## config.mk

```make
export PLATFORM = sky130hd
export DESIGN_NAME = tween_track_interpolator
export DESIGN_NICKNAME = d
export VERILOG_FILES = /design/src/design/tti_pkg.sv /design/src/design/tti_div.sv /design/src/design/tti_mul.sv /design/src/design/tween_track_interpolator.sv
export SDC_FILE = /design/constraint.sdc
export NUM_CORES = 1
export LEC_CHECK = 0
export BUFFER_PORTS_ARGS = -buffer_cell sky130_fd_sc_hd__buf_2
export CAP_MARGIN = 30
export CORE_ASPECT_RATIO = 1.75
export CORE_MARGIN = 4
export CORE_UTILIZATION = 40
export DETAILED_ROUTE_END_ITERATION = 7
export PLACE_DENSITY = 0.66
export RECOVER_POWER = 50
export SLEW_MARGIN = 20
export SYNTH_ARGS = -nofsm -noshare
export SYNTH_HDL_FRONTEND = slang
export SYNTH_SLANG_ARGS = --single-unit
```

## constraint.sdc

```tcl
create_clock -name clk -period 7.6 [get_ports clk]
set_clock_uncertainty 0.15 [all_clocks]
set_input_delay 1.52 -clock clk [delete_from_list [all_inputs] [get_ports clk]]
set_output_delay 1.52 -clock clk [all_outputs]
set_load 0.01 [all_outputs]
```

## src/design/tti_pkg.sv

```systemverilog
package tti_pkg;

	localparam int FRAC_BITS_DEFAULT = 16;
	localparam int DUR_W = 32;
	localparam int APB_AW = 5;

	typedef enum logic [2:0] {
		REG_DURATION = 3'd0,
		REG_START_DELAY = 3'd1,
		REG_LOOP_ENABLE = 3'd2,
		REG_YOYO_ENABLE = 3'd3,
		REG_EASE_MODE = 3'd4,
		REG_START_VALUE = 3'd5,
		REG_END_VALUE = 3'd6
	} reg_idx_t;

	typedef enum logic [1:0] {
		EASE_LINEAR = 2'd0,
		EASE_IN_QUAD = 2'd1,
		EASE_OUT_QUAD = 2'd2,
		EASE_IN_OUT_QUAD = 2'd3
	} ease_t;

	typedef enum logic [2:0] {
		ST_IDLE,
		ST_DIV,
		ST_EASE,
		ST_BLEND,
		ST_OUT
	} state_t;

	typedef struct packed {
		logic signed [15:0] tick_time;
		logic disabled;
	} tick_in_t;

	typedef struct packed {
		logic [16:0] eased_progress;
		logic signed [15:0] blended_value;
	} tick_out_t;

	// Start request for the restoring divider.
	typedef struct packed {
		logic start;
		logic [DUR_W-1:0] dividend;
		logic [DUR_W-1:0] divisor;
	} div_req_t;

endpackage

```

## src/design/tti_div.sv

```systemverilog
// Restoring divider: one quotient bit per cycle.
// Low FRAC_BITS bits (the fraction) of {dividend, FRAC zeros} / divisor, plus
// the low bit of dividend / divisor (cycle parity); dividend < 2^32 so the DUR_W
// integer quotient bits are taken first, then FRAC fraction bits.
module tti_div #(
	parameter int FRAC_BITS = tti_pkg::FRAC_BITS_DEFAULT
) (
	input logic clk,
	input logic arst_n,
	input tti_pkg::div_req_t req,
	output logic done,
	output logic cyc_odd,
	output logic [FRAC_BITS-1:0] frac
);
	import tti_pkg::*;

	localparam int STEPS = DUR_W + FRAC_BITS;
	localparam int CW = $clog2(STEPS + 1);

	logic [DUR_W:0] rem_q;
	logic [DUR_W-1:0] shin_q;
	logic [DUR_W-1:0] dvs_q;
	logic [FRAC_BITS-1:0] quo_q;
	logic odd_q;
	logic [CW-1:0] cnt_q;
	logic busy_q, done_q;

	logic [DUR_W+1:0] trial;
	logic [DUR_W:0] shifted;
	logic quo_bit;

	always_comb begin
		shifted = {rem_q[DUR_W-1:0], shin_q[DUR_W-1]};
		trial = {1'b0, shifted} - {2'b00, dvs_q};
		quo_bit = ~trial[DUR_W+1];
	end

	always_ff @(posedge clk or negedge arst_n) begin
		if (!arst_n) begin
			busy_q <= 1'b0;
			done_q <= 1'b0;
			cnt_q <= '0;
		end else begin
			done_q <= 1'b0;
			if (req.start) begin
				busy_q <= 1'b1;
				cnt_q <= CW'(STEPS);
			end else if (busy_q) begin
				cnt_q <= cnt_q - 1'b1;
				if (cnt_q == CW'(1)) begin
					busy_q <= 1'b0;
					done_q <= 1'b1;
				end
			end
		end
	end

	always_ff @(posedge clk) begin
		if (req.start) begin
			rem_q <= '0;
			shin_q <= req.dividend;
			dvs_q <= req.divisor;
			quo_q <= '0;
		end else if (busy_q) begin
			rem_q <= quo_bit ? trial[DUR_W:0] : shifted;
			shin_q <= {shin_q[DUR_W-2:0], 1'b0};
			quo_q <= {quo_q[FRAC_BITS-2:0], quo_bit};
			// Last integer quotient bit is the cycle parity.
			if (cnt_q == CW'(FRAC_BITS + 1)) odd_q <= quo_bit;
		end
	end

	assign done = done_q;
	assign cyc_odd = odd_q;
	assign frac = quo_q;

endmodule

```

## src/design/tti_mul.sv

```systemverilog
// Shift-add multiplier, one multiplier bit per cycle (unsigned a, signed b).
module tti_mul #(
	parameter int AW = 18,
	parameter int BW = 18
) (
	input logic clk,
	input logic arst_n,
	input logic start,
	input logic [AW-1:0] a,
	input logic signed [BW-1:0] b,
	output logic done,
	output logic signed [AW+BW-1:0] prod
);
	localparam int CW = $clog2(AW + 1);
	localparam int PW = AW + BW;

	logic [AW-1:0] a_q;
	logic signed [PW-1:0] b_q;
	logic signed [PW-1:0] acc_q;
	logic [CW-1:0] cnt_q;
	logic busy_q, done_q;

	always_ff @(posedge clk or negedge arst_n) begin
		if (!arst_n) begin
			busy_q <= 1'b0;
			done_q <= 1'b0;
			cnt_q <= '0;
		end else begin
			done_q <= 1'b0;
			if (start) begin
				busy_q <= 1'b1;
				cnt_q <= CW'(AW);
			end else if (busy_q) begin
				cnt_q <= cnt_q - 1'b1;
				if (cnt_q == CW'(1)) begin
					busy_q <= 1'b0;
					done_q <= 1'b1;
				end
			end
		end
	end

	always_ff @(posedge clk) begin
		if (start) begin
			a_q <= a;
			b_q <= PW'(b);
			acc_q <= '0;
		end else if (busy_q) begin
			if (a_q[0]) acc_q <= acc_q + b_q;
			a_q <= a_q >> 1;
			b_q <= b_q <<< 1;
		end
	end

	assign done = done_q;
	assign prod = acc_q;

endmodule

```

## src/design/tween_track_interpolator.sv

```systemverilog
// Tween track interpolator.
// Input channel (tick_*): one transaction per time tick, carrying a signed
// time delta and a disabled flag. The positive part of the delta is added to
// a saturating 32-bit elapsed-time counter on acceptance.
// Output channel (res_*): one transaction per enabled tick, carrying eased
// progress (Q1.FRAC) and the blended value. Disabled ticks give nothing.
// Configuration: APB-style port, registers at 4*index, always ready, readable.
// Flow: an accepted tick passes through the restoring divider, the shift-add
// multiplier for the easing square, the same multiplier again for the blend,
// and the result register. Ticks that need no division skip the divider;
// linear easing skips the square. A disabled tick leaves the sequencer idle.
// One tick at a time: tick_ready is high only while idle, so a new tick is
// taken only after the previous result has been accepted.
// Reset: clears elapsed time, the configuration registers and the sequencer;
// Stall: a finished result is held in the output register until res_ready;
// no new tick is taken meanwhile.
module tween_track_interpolator #(
	parameter int FRAC_BITS = tti_pkg::FRAC_BITS_DEFAULT
) (
	input logic clk,
	input logic arst_n,
	input logic tick_valid,
	output logic tick_ready,
	input tti_pkg::tick_in_t tick_data,
	output logic res_valid,
	input logic res_ready,
	output tti_pkg::tick_out_t res_data,
	input logic psel,
	input logic penable,
	input logic pwrite,
	input logic [tti_pkg::APB_AW-1:0] paddr,
	input logic [31:0] pwdata,
	output logic [31:0] prdata,
	output logic pready
);
	import tti_pkg::*;

	localparam int PW = FRAC_BITS + 1;
	localparam int MW = PW + 1;       // multiplier operand width
	localparam int SW = (MW > 17) ? MW : 17;  // signed operand width
	localparam logic [PW-1:0] ONE = PW'(1) << FRAC_BITS;
	localparam logic [PW-1:0] HALF = PW'(1) << (FRAC_BITS - 1);

	// Configuration registers.
	logic [31:0] duration_q, start_delay_q;
	logic loop_q, yoyo_q;
	logic [1:0] ease_q;
	logic signed [15:0] start_q, end_q;
	logic [31:0] elapsed_q;

	logic wr_en;
	logic [2:0] widx;
	assign wr_en = psel & penable & pwrite;
	assign widx = paddr[4:2];
	assign pready = 1'b1;

	always_ff @(posedge clk or negedge arst_n) begin
		if (!arst_n) begin
			duration_q <= '0;
			start_delay_q <= '0;
			loop_q <= 1'b0;
			yoyo_q <= 1'b0;
			ease_q <= '0;
			start_q <= '0;
			end_q <= '0;
		end else if (wr_en) begin
			case (widx)
				REG_DURATION: duration_q <= pwdata;
				REG_START_DELAY: start_delay_q <= pwdata;
				REG_LOOP_ENABLE: loop_q <= pwdata[0];
				REG_YOYO_ENABLE: yoyo_q <= pwdata[0];
				REG_EASE_MODE: ease_q <= pwdata[1:0];
				REG_START_VALUE: start_q <= pwdata[15:0];
				REG_END_VALUE: end_q <= pwdata[15:0];
				default: ;
			endcase
		end
	end

	always_comb begin
		case (widx)
			REG_DURATION: prdata = duration_q;
			REG_START_DELAY: prdata = start_delay_q;
			REG_LOOP_ENABLE: prdata = {31'd0, loop_q};
			REG_YOYO_ENABLE: prdata = {31'd0, yoyo_q};
			REG_EASE_MODE: prdata = {30'd0, ease_q};
			REG_START_VALUE: prdata = {{16{start_q[15]}}, start_q};
			REG_END_VALUE: prdata = {{16{end_q[15]}}, end_q};
			default: prdata = '0;
		endcase
	end

	// Sequencer.
	state_t state_q, state_d;
	logic tick_acc, res_acc;
	assign tick_ready = (state_q == ST_IDLE);
	assign tick_acc = tick_valid & tick_ready;
	assign res_acc = res_valid & res_ready;
	assign res_valid = (state_q == ST_OUT);

	// Elapsed-time accumulation; the new value is used by the same tick.
	logic [32:0] el_sum;
	logic [31:0] el_new;
	always_comb begin
		el_sum = {1'b0, elapsed_q} + 33'(tick_data.tick_time[14:0]);
		if (tick_data.tick_time[15] || tick_data.tick_time == '0) el_new = elapsed_q;
		else el_new = el_sum[32] ? '1 : el_sum[31:0];
	end

	always_ff @(posedge clk or negedge arst_n) begin
		if (!arst_n) elapsed_q <= '0;
		else if (tick_acc) elapsed_q <= el_new;
	end

	// Raw progress classification at acceptance.
	logic [32:0] loc_full;
	logic [31:0] local_t;
	logic need_div, quick_one;
	always_comb begin
		loc_full = {1'b0, el_new} - {1'b0, start_delay_q};
		local_t = loc_full[31:0];
		quick_one = 1'b0;
		need_div = 1'b0;
		if (duration_q == '0) quick_one = 1'b1;
		else if (el_new <= start_delay_q) quick_one = 1'b0;
		else if (!loop_q && local_t >= duration_q) quick_one = 1'b1;
		else need_div = 1'b1;
	end

	div_req_t div_req;
	logic div_done, div_odd;
	logic [FRAC_BITS-1:0] div_frac;
	assign div_req.start = tick_acc & ~tick_data.disabled & need_div;
	assign div_req.dividend = local_t;
	assign div_req.divisor = duration_q;

	tti_div #(.FRAC_BITS(FRAC_BITS)) u_div (
		.clk(clk), .arst_n(arst_n), .req(div_req),
		.done(div_done), .cyc_odd(div_odd), .frac(div_frac)
	);

	// Shared multiplier: squares during easing, then the blend product.
	logic mul_start;
	logic [MW-1:0] mul_a;
	logic signed [SW-1:0] mul_b;
	logic mul_done;
	logic signed [MW+SW-1:0] mul_p;
	tti_mul #(.AW(MW), .BW(SW)) u_mul (
		.clk(clk), .arst_n(arst_n), .start(mul_start), .a(mul_a), .b(mul_b),
		.done(mul_done), .prod(mul_p)
	);

	logic [PW-1:0] t_q;       // raw progress
	logic [PW-1:0] eased_q;
	logic ease_wait_q, blend_wait_q;
	logic [16:0] diff_w;

	// Easing operand and result shaping.
	logic [MW-1:0] sq_op;
	logic sq_pass;
	always_comb begin
		sq_pass = 1'b0;
		sq_op = '0;
		case (ease_t'(ease_q))
			EASE_IN_QUAD: sq_op = MW'(t_q);
			EASE_OUT_QUAD: sq_op = MW'(ONE - t_q);
			EASE_IN_OUT_QUAD: sq_op = (t_q < HALF) ? MW'(t_q) : (MW'(ONE) << 1) - (MW'(t_q) << 1);
			default: sq_pass = 1'b1;
		endcase
	end

	logic [2*MW-1:0] sq_val;
	logic [PW-1:0] ease_res;
	logic [2*MW:0] sq2;
	always_comb begin
		sq_val = (2*MW)'(mul_p[2*MW-1:0]);
		sq2 = {sq_val, 1'b0};
		ease_res = '0;
		case (ease_t'(ease_q))
			EASE_IN_QUAD: ease_res = PW'((sq_val + (2*MW)'(HALF)) >> FRAC_BITS);
			EASE_OUT_QUAD: ease_res = ONE - PW'((sq_val + (2*MW)'(HALF)) >> FRAC_BITS);
			EASE_IN_OUT_QUAD: begin
				if (t_q < HALF) ease_res = PW'((sq2 + (2*MW+1)'(HALF)) >> FRAC_BITS);
				else ease_res = ONE - PW'((sq_val + (2*MW)'(ONE)) >> (FRAC_BITS + 1));
			end
			default: ease_res = t_q;
		endcase
	end

	assign diff_w = 17'({end_q[15], end_q} - {start_q[15], start_q});

	always_comb begin
		mul_start = 1'b0;
		mul_a = sq_op;
		mul_b = SW'($signed({1'b0, sq_op[MW-2:0]}));
		if (state_q == ST_EASE && !ease_wait_q && !sq_pass) mul_start = 1'b1;
		if (state_q == ST_BLEND && !blend_wait_q) begin
			mul_start = 1'b1;
			mul_a = MW'(eased_q);
			mul_b = SW'($signed(diff_w));
		end
	end

	// Blend rounding: arithmetic shift floors.
	logic signed [MW+SW-1:0] num;
	logic signed [MW+SW-1:0] qv;
	logic signed [15:0] blend_res;
	always_comb begin
		num = mul_p + (MW+SW)'(HALF);
		qv = num >>> FRAC_BITS;
		blend_res = 16'(qv) + start_q;
	end

	always_comb begin
		state_d = state_q;
		case (state_q)
			ST_IDLE: if (tick_acc && !tick_data.disabled)
				state_d = need_div ? ST_DIV : ST_EASE;
			ST_DIV: if (div_done) state_d = ST_EASE;
			ST_EASE: if (sq_pass || (ease_wait_q && mul_done)) state_d = ST_BLEND;
			ST_BLEND: if (blend_wait_q && mul_done) state_d = ST_OUT;
			ST_OUT: if (res_acc) state_d = ST_IDLE;
			default: state_d = ST_IDLE;
		endcase
	end

	always_ff @(posedge clk or negedge arst_n) begin
		if (!arst_n) begin
			state_q <= ST_IDLE;
			ease_wait_q <= 1'b0;
			blend_wait_q <= 1'b0;
		end else begin
			state_q <= state_d;
			ease_wait_q <= (state_q == ST_EASE) && (state_d == ST_EASE);
			blend_wait_q <= (state_q == ST_BLEND) && (state_d == ST_BLEND);
		end
	end

	// Payload registers.
	always_ff @(posedge clk) begin
		if (state_q == ST_IDLE && tick_acc) t_q <= quick_one ? ONE : '0;
		if (state_q == ST_DIV && div_done) begin
			if (loop_q && yoyo_q && div_odd) t_q <= ONE - PW'(div_frac);
			else t_q <= PW'(div_frac);
		end
		if (state_q == ST_EASE && state_d == ST_BLEND) eased_q <= ease_res;
		if (state_q == ST_BLEND && state_d == ST_OUT) begin
			res_data.eased_progress <= 17'(eased_q);
			res_data.blended_value <= blend_res;
		end
	end

endmodule
```

# == Word level (Yosys, flattened, before mapping) ==
# Cells that the tools add are included.
# classes
addsub,16
n_lt_le_gt_ge,3
eq_ne,19
mux,52
n_bitwise,9
reduce_logical,38
# op_table
operator,n
case mux 32 bit (7 select lines),1
2-to-1 mux 32 bit,5
2-to-1 mux 18 bit,5
2-to-1 mux 17 bit,5
2-to-1 mux 36 bit,2
adder 33 x 16 -> 33 bit (second input constant),2
case mux 18 bit (3 select lines),1
case mux 17 bit (3 select lines),1
adder 36 bit,1
adder 34 x 17 -> 34 bit (second input constant),1
subtractor 17 bit (first input constant),2
subtractor 33 x 32 -> 34 bit,1
adder 32 x 15 -> 33 bit,1
greater-or-equal comparator 32 bit,1
less-or-equal comparator 32 bit,1
logical NOT 32 bit,1
subtractor 32 bit,1
2-to-1 mux 1 bit,21
equality test 3 x 2 -> 1 bit (second input constant),6
subtractor 17 x 17 -> 18 bit (first input constant),1
subtractor 18 bit (first input constant),1
< comparator 17 x 16 -> 1 bit (second input constant),1
subtractor 16 x 16 -> 17 bit,1
subtractor 17 x 16 -> 17 bit (first input constant),1
26 further kinds,73
# totals
register_bits,422
input_bits,61

# == Depth between registers and ports, before layout ==
# logic_depth
depth_word,14
ltp_mapped,36

# == Modules after synthesis ==
# A second synthesis with hierarchy kept.
# unflattened
cells_unflattened,3150
hier_area_um2,28627.5
# modules_own_cells
module,n_inst,cells_per_inst,area_each_um2,seq_area_each_um2
tween_track_interpolator,1,1931,16454.5,5440.2
tti_div,1,641,6475.0,3113.0
tti_mul,1,578,5698.0,2517.4

# == Worst setup path after synthesis ==
# Ideal clock, no wire load.
# synth_timing
path_type,input port to flip-flop
from,input tick_data[1] in the netlist's numbering
to,"register u_div.shin_q[0], enable pin"
setup_ps,394
arrival_ps,8278
required_time_ps,7056
path_slack_ps,-1222
cell_stages,31
cell_sequence,ha_1 -> inv_1 -> fa_1 -> nor2b_1 -> o21ai_0 -> a211oi_1 -> nor3_1 -> o311ai_1 -> a21oi_1 -> o31ai_2 -> clkbuf_1 -> o22a_1 -> ha_1 -> o21a_1 -> o31a_1 -> or3_1 -> a41o_1 -> nand4_1 -> a21oi_1 -> a211oi_1 -> xnor2_1 -> ha_1 -> a21o_1 -> a21oi_1 -> o211a_1 -> a221oi_1 -> nor4_1 -> o21ai_0 -> or3_1 -> buf_2 -> nand2b_1
# synth_via
elab_chain_cells,11
word_cells_on_any_way,14
classes_between,add/sub (2); order compare (2); mux (5); bitwise (1); reduce/logical (4)
# synth_lines
item,line,source
start: declaration,tween_track_interpolator.sv:24,"input tti_pkg::tick_in_t tick_data,"
adder 32 x 15 -> 33 bit / logical NOT 16 bit (equally long branches),"tween_track_interpolator.sv:105, tween_track_interpolator.sv:106",
2-to-1 mux 32 bit / logical OR 1 bit (equally long branches),"tween_track_interpolator.sv:107, tween_track_interpolator.sv:106",
2-to-1 mux 32 bit *,tween_track_interpolator.sv:106,if (tick_data.tick_time[15] || tick_data.tick_time == '0) el_new = elapsed_q;
via el_new[2],tween_track_interpolator.sv:103,logic [31:0] el_new;
subtractor 32 bit,tween_track_interpolator.sv:120,"loc_full = {1'b0, el_new} - {1'b0, start_delay_q};"
greater-or-equal comparator 32 bit,tween_track_interpolator.sv:126,else if (!loop_q && local_t >= duration_q) quick_one = 1'b1;
logical AND 1 bit,tween_track_interpolator.sv:126,
2-to-1 mux 1 bit,tween_track_interpolator.sv:126,
2-to-1 mux 1 bit *,tween_track_interpolator.sv:125,else if (el_new <= start_delay_q) quick_one = 1'b0;
2-to-1 mux 1 bit *,tween_track_interpolator.sv:124,if (duration_q == '0) quick_one = 1'b1;
AND 1 bit *,tween_track_interpolator.sv:133,assign div_req.start = tick_acc & ~tick_data.disabled & need_div;
nonzero test 2 bit (no line) *,n/a,
end signal: assignment,tti_div.sv:61,shin_q <= req.dividend;
end signal: assignment,tti_div.sv:66,"shin_q <= {shin_q[DUR_W-2:0], 1'b0};"
end: declaration,tti_div.sv:21,logic [DUR_W-1:0] shin_q;
# The timed path passes the listed nets; every way through them passes the cells marked *.
# A chain may end at the register's enable or synchronous reset.

# == Final worst setup path ==
# layout_timing
from,input tick_data[1] in the netlist's numbering
to,register u_div.shin_q[6] (data pin)
# layout_via
elab_chain_cells,11
word_cells_on_any_way,14
classes_between,add/sub (2); order compare (2); mux (6); bitwise (1); reduce/logical (3)
# layout_lines
item,line,source
adder 32 x 15 -> 33 bit / logical NOT 16 bit (equally long branches),"tween_track_interpolator.sv:105, tween_track_interpolator.sv:106",
2-to-1 mux 32 bit / logical OR 1 bit (equally long branches),"tween_track_interpolator.sv:107, tween_track_interpolator.sv:106",
2-to-1 mux 32 bit *,tween_track_interpolator.sv:106,
via el_new[1],tween_track_interpolator.sv:103,
subtractor 32 bit,tween_track_interpolator.sv:120,
greater-or-equal comparator 32 bit,tween_track_interpolator.sv:126,
logical AND 1 bit,tween_track_interpolator.sv:126,
2-to-1 mux 1 bit,tween_track_interpolator.sv:126,
2-to-1 mux 1 bit,tween_track_interpolator.sv:125,
2-to-1 mux 1 bit,tween_track_interpolator.sv:124,
AND 1 bit,tween_track_interpolator.sv:133,
2-to-1 mux 32 bit *,tti_div.sv:59,if (req.start) begin
# Marks and branches as above.

==> results.yml <==
route:
  vias: 25000
  wl_per_cell_um: 20.0
  vias_per_cell: 5.69
  drt-initial-drc-count: 1578
  drcViolationCount: 0
  firstDrtPassIters: 5
  ant_nets: 0
  routed_wl_um: 87900
setup_path:
  critPathCaptureType: "flop"
  critPathLaunch: "tick_data[1]"
  worst_setup_path_start_kind: "primary input"
  cp.required_ns: 7.79
  regToRegSetupSlack_ns: 0.28
  max_stage_delay_ns: 0.43
  worstPathMaxFanout: 7
  reg2reg_to: "u_div.shin_q[6]"
  r2r_start: "elapsed_q[0]"
  arrival_ns: 8.02
  endpoint: "u_div.shin_q[6]"
  cpMaxStageDelayCell: "or3_4"
  path_common_cell: "a21oi_2"
  reg2reg_depth: 34
  critPathKind: "primary input to flop"
yosys:
  netlist_instances: 3113
  synth_fp_nets: 3366
  syn_area_um2: 28600
  synthArstFlopShare_pct: 36.4
  ys_top_cells_by_count: "289 x nand2_1, 233 x o21ai_0, 213 x nor2_1"
  ys_ff_latch: 418
  synth_top_area_cell: "edfxtp_1"
  ys_warn_count: 0
  synth.most_common_cell: "nand2_1"
  yosysTopAreaCellShare_pct: 19.3
  yosys.cell_types.count: 97
  avgSynthCellArea_um2: 9.18
  ys_seq_area_share_pct: 38.4
  synth_area_leaders: "edfxtp_1 19%, dfrtp_1 13%, ha_1 8.1%"
  synth_flop_cell: "edfxtp_1"
  synth_edf_count: 184
clock_tree:
  cts_sinks: 418
  numCtsBuffers: 41
  clk_latency_ns: 0.59
  cts.path.max_buffers: 3
  cts_tree: "built"
  htreeDepth: 2
  cts-root-buf: "clkbuf_16"
  cts.clk_slew.worst_paths_ns: 0.07
finish:
  postLayoutCoreUtil_pct: 48.5
  regArea_um2: 11000
  fillers: 6746
  drive_gt1_share_pct: 19.5
  syn2layout_area_growth_pct: 19.9
  finalNetCount: 3687
  multi_input_area_um2: 16700
floorplan:
  pin_count: 129
  core_area_um2: 70700
  chipHeight_um: 362
  num_rows: 129
  die_width_um: 210
  dieArea_um2: 76000
  initial_core_util_pct: 40.4
timing:
  hold_ws_ns: 0.310
  fin_ws_ns: -0.227
  setup_violations: 150
  min_period_ns: 7.83
  finalMaxSlewViolations: 168
  finalCritPeriodShare_pct: 103
  max-slew-margin-rel_pct: -190
  finalHoldViolations: 0
  worstMarginPinSlew_ns: 4.35
  rsz0062_at_grt: "yes"
  fmax_mhz: 128
run_status:
  outcome: "complete, but fails checks"
  violations: "max-capacitance violations, max-slew violations, negative setup slack"
global_routing:
  grt_pass1_vias: 24900
  grt_pass1_wl_um: 136000
  antenna_found_initial: 6
  grtUsageMet1_pct: 23.9
  met3_usage_pct: 2.87
  overflow: 0
  met2_usage_pct: 41.9
  busiest_layer: "met2"
  grt_usage_pct: 22.3
  grt_max_degree: 95
power_and_ir_drop:
  irDropWorstVdd_mv: 0.223
  p_per_area_nw_per_um2: 350
  p_leak_nw: 14.6
placement:
  hpwl_um: 67200
  globalplace.congestion: 0.972
  io_buffers: 125
job:
  drv_cap: 3
min_path:
  hp-start: "u_div.rem_q[31]"
  min_path_type: "flop to flop"
==> routing by layer <==
layer	routed length, um	vias to the layer above
met5	13	-
met4	5970	2
met3	4010	248
met2	46100	695
met1	31700	12000
li1	-	12000
==> metrics by stage <==
stage | setup slack, ns | total power [W] | TNS (ns) | cells | cell area [um2]
finish | -0.227 | 0.0120 | -18.28 | 4389 | 34300
global route | -0.616 | 0.0128 | -78.75 | 4383 | 34200
CTS | -0.411 | 0.0119 | -46.69 | 4358 | 33800
detailed placement | -1.14 | 0.00964 | -163.39 | 4259 | 32000
global placement | -1.11 | 0.00953 | -159.42 | 4257 | 32000
floorplan | -0.325 | 0.00741 | -26.66 | 3113 | 28900
==> state kept, by name (all words and copies together) (netlist names), 18 cells and up <==
signal,count
start_delay_q,32
u_mul.a_q,18
u_div.rem_q,32
u_div.dvs_q,32
u_mul.b_q,34
u_div.shin_q,32
u_mul.prod,34
res_data,33
elapsed_q,32
duration_q,32
==> logic make-up after synthesis <==
group	share of synthesized area, %
compound gates	19.4
simple gates	16.1
flops	38.4
xor+xnor	6.52
fa+ha+maj	8.56
buf+inv	4.89
other cells	0.0131
mux	6.10
==> worst min path at each step <==
stage                     slack (ns)  depth (start not counted)              end
after floorplan                 0.28                          0     res_data[18]
after global placement          0.29                          2    u_mul.prod[3]
after detailed placement        0.31                          2    u_mul.prod[9]
after CTS                       0.32                          2  u_div.rem_q[31]
after global routing            0.34                          2    u_mul.prod[0]
final                           0.31                          2  u_div.rem_q[31]
==> worst max-delay path, delay by kind of cell <==
family                     cells  cell delay (ns)
AOI/OAI and AO/OA             15             2.61
and+or+nand+nor                7             1.62
adders and majority gates      4             1.01
buffers and inverters          7             0.82
muxes                          1             0.30
xor gates and xnor gates       1             0.17
==> placed cells by master (no fill, tap or decap), types with 107 or more instances in the layout <==
cell type,n
ha_1,182
buf_2,107
a21oi_1,167
buf_4,268
edfxtp_1,184
dfrtp_1,150
o21ai_0,226
nor2_1,210
nand2_1,288
inv_1,190
xnor2_1,144
==> where the power goes <==
part           internal [W]  leakage [nW]  switching [W]  total, W
Clock               0.00113         0.647       0.000941   0.00207
Sequential          0.00296          4.14       0.000578   0.00353
Combinational       0.00292          9.76        0.00345   0.00637
Total               0.00701          14.6        0.00497    0.0120
==> final cells by class <==
class	instances	area share [%]
clock buffers	54	3.41
diodes	6	0.0438
well taps	917	3.35
inverters	196	2.17
multi-input cells	2342	48.8
repair buffers	435	9.75
flip-flops and latches	418	32.0
clock inverters	21	0.467
==> what timing repair did <==
| item | 4_1_cts | 5_1_grt |
|---|---|---|
| resized for setup | 38 | 45 |
| buffers inserted | 22 | 19 |
| cloned | 6 | 6 |
| setup endpoints to repair | 155 | 157 |
| hold buffers | 0 | 0 |
| pin swaps | 34 | 34 |
Power figures use the tool's default switching activity.
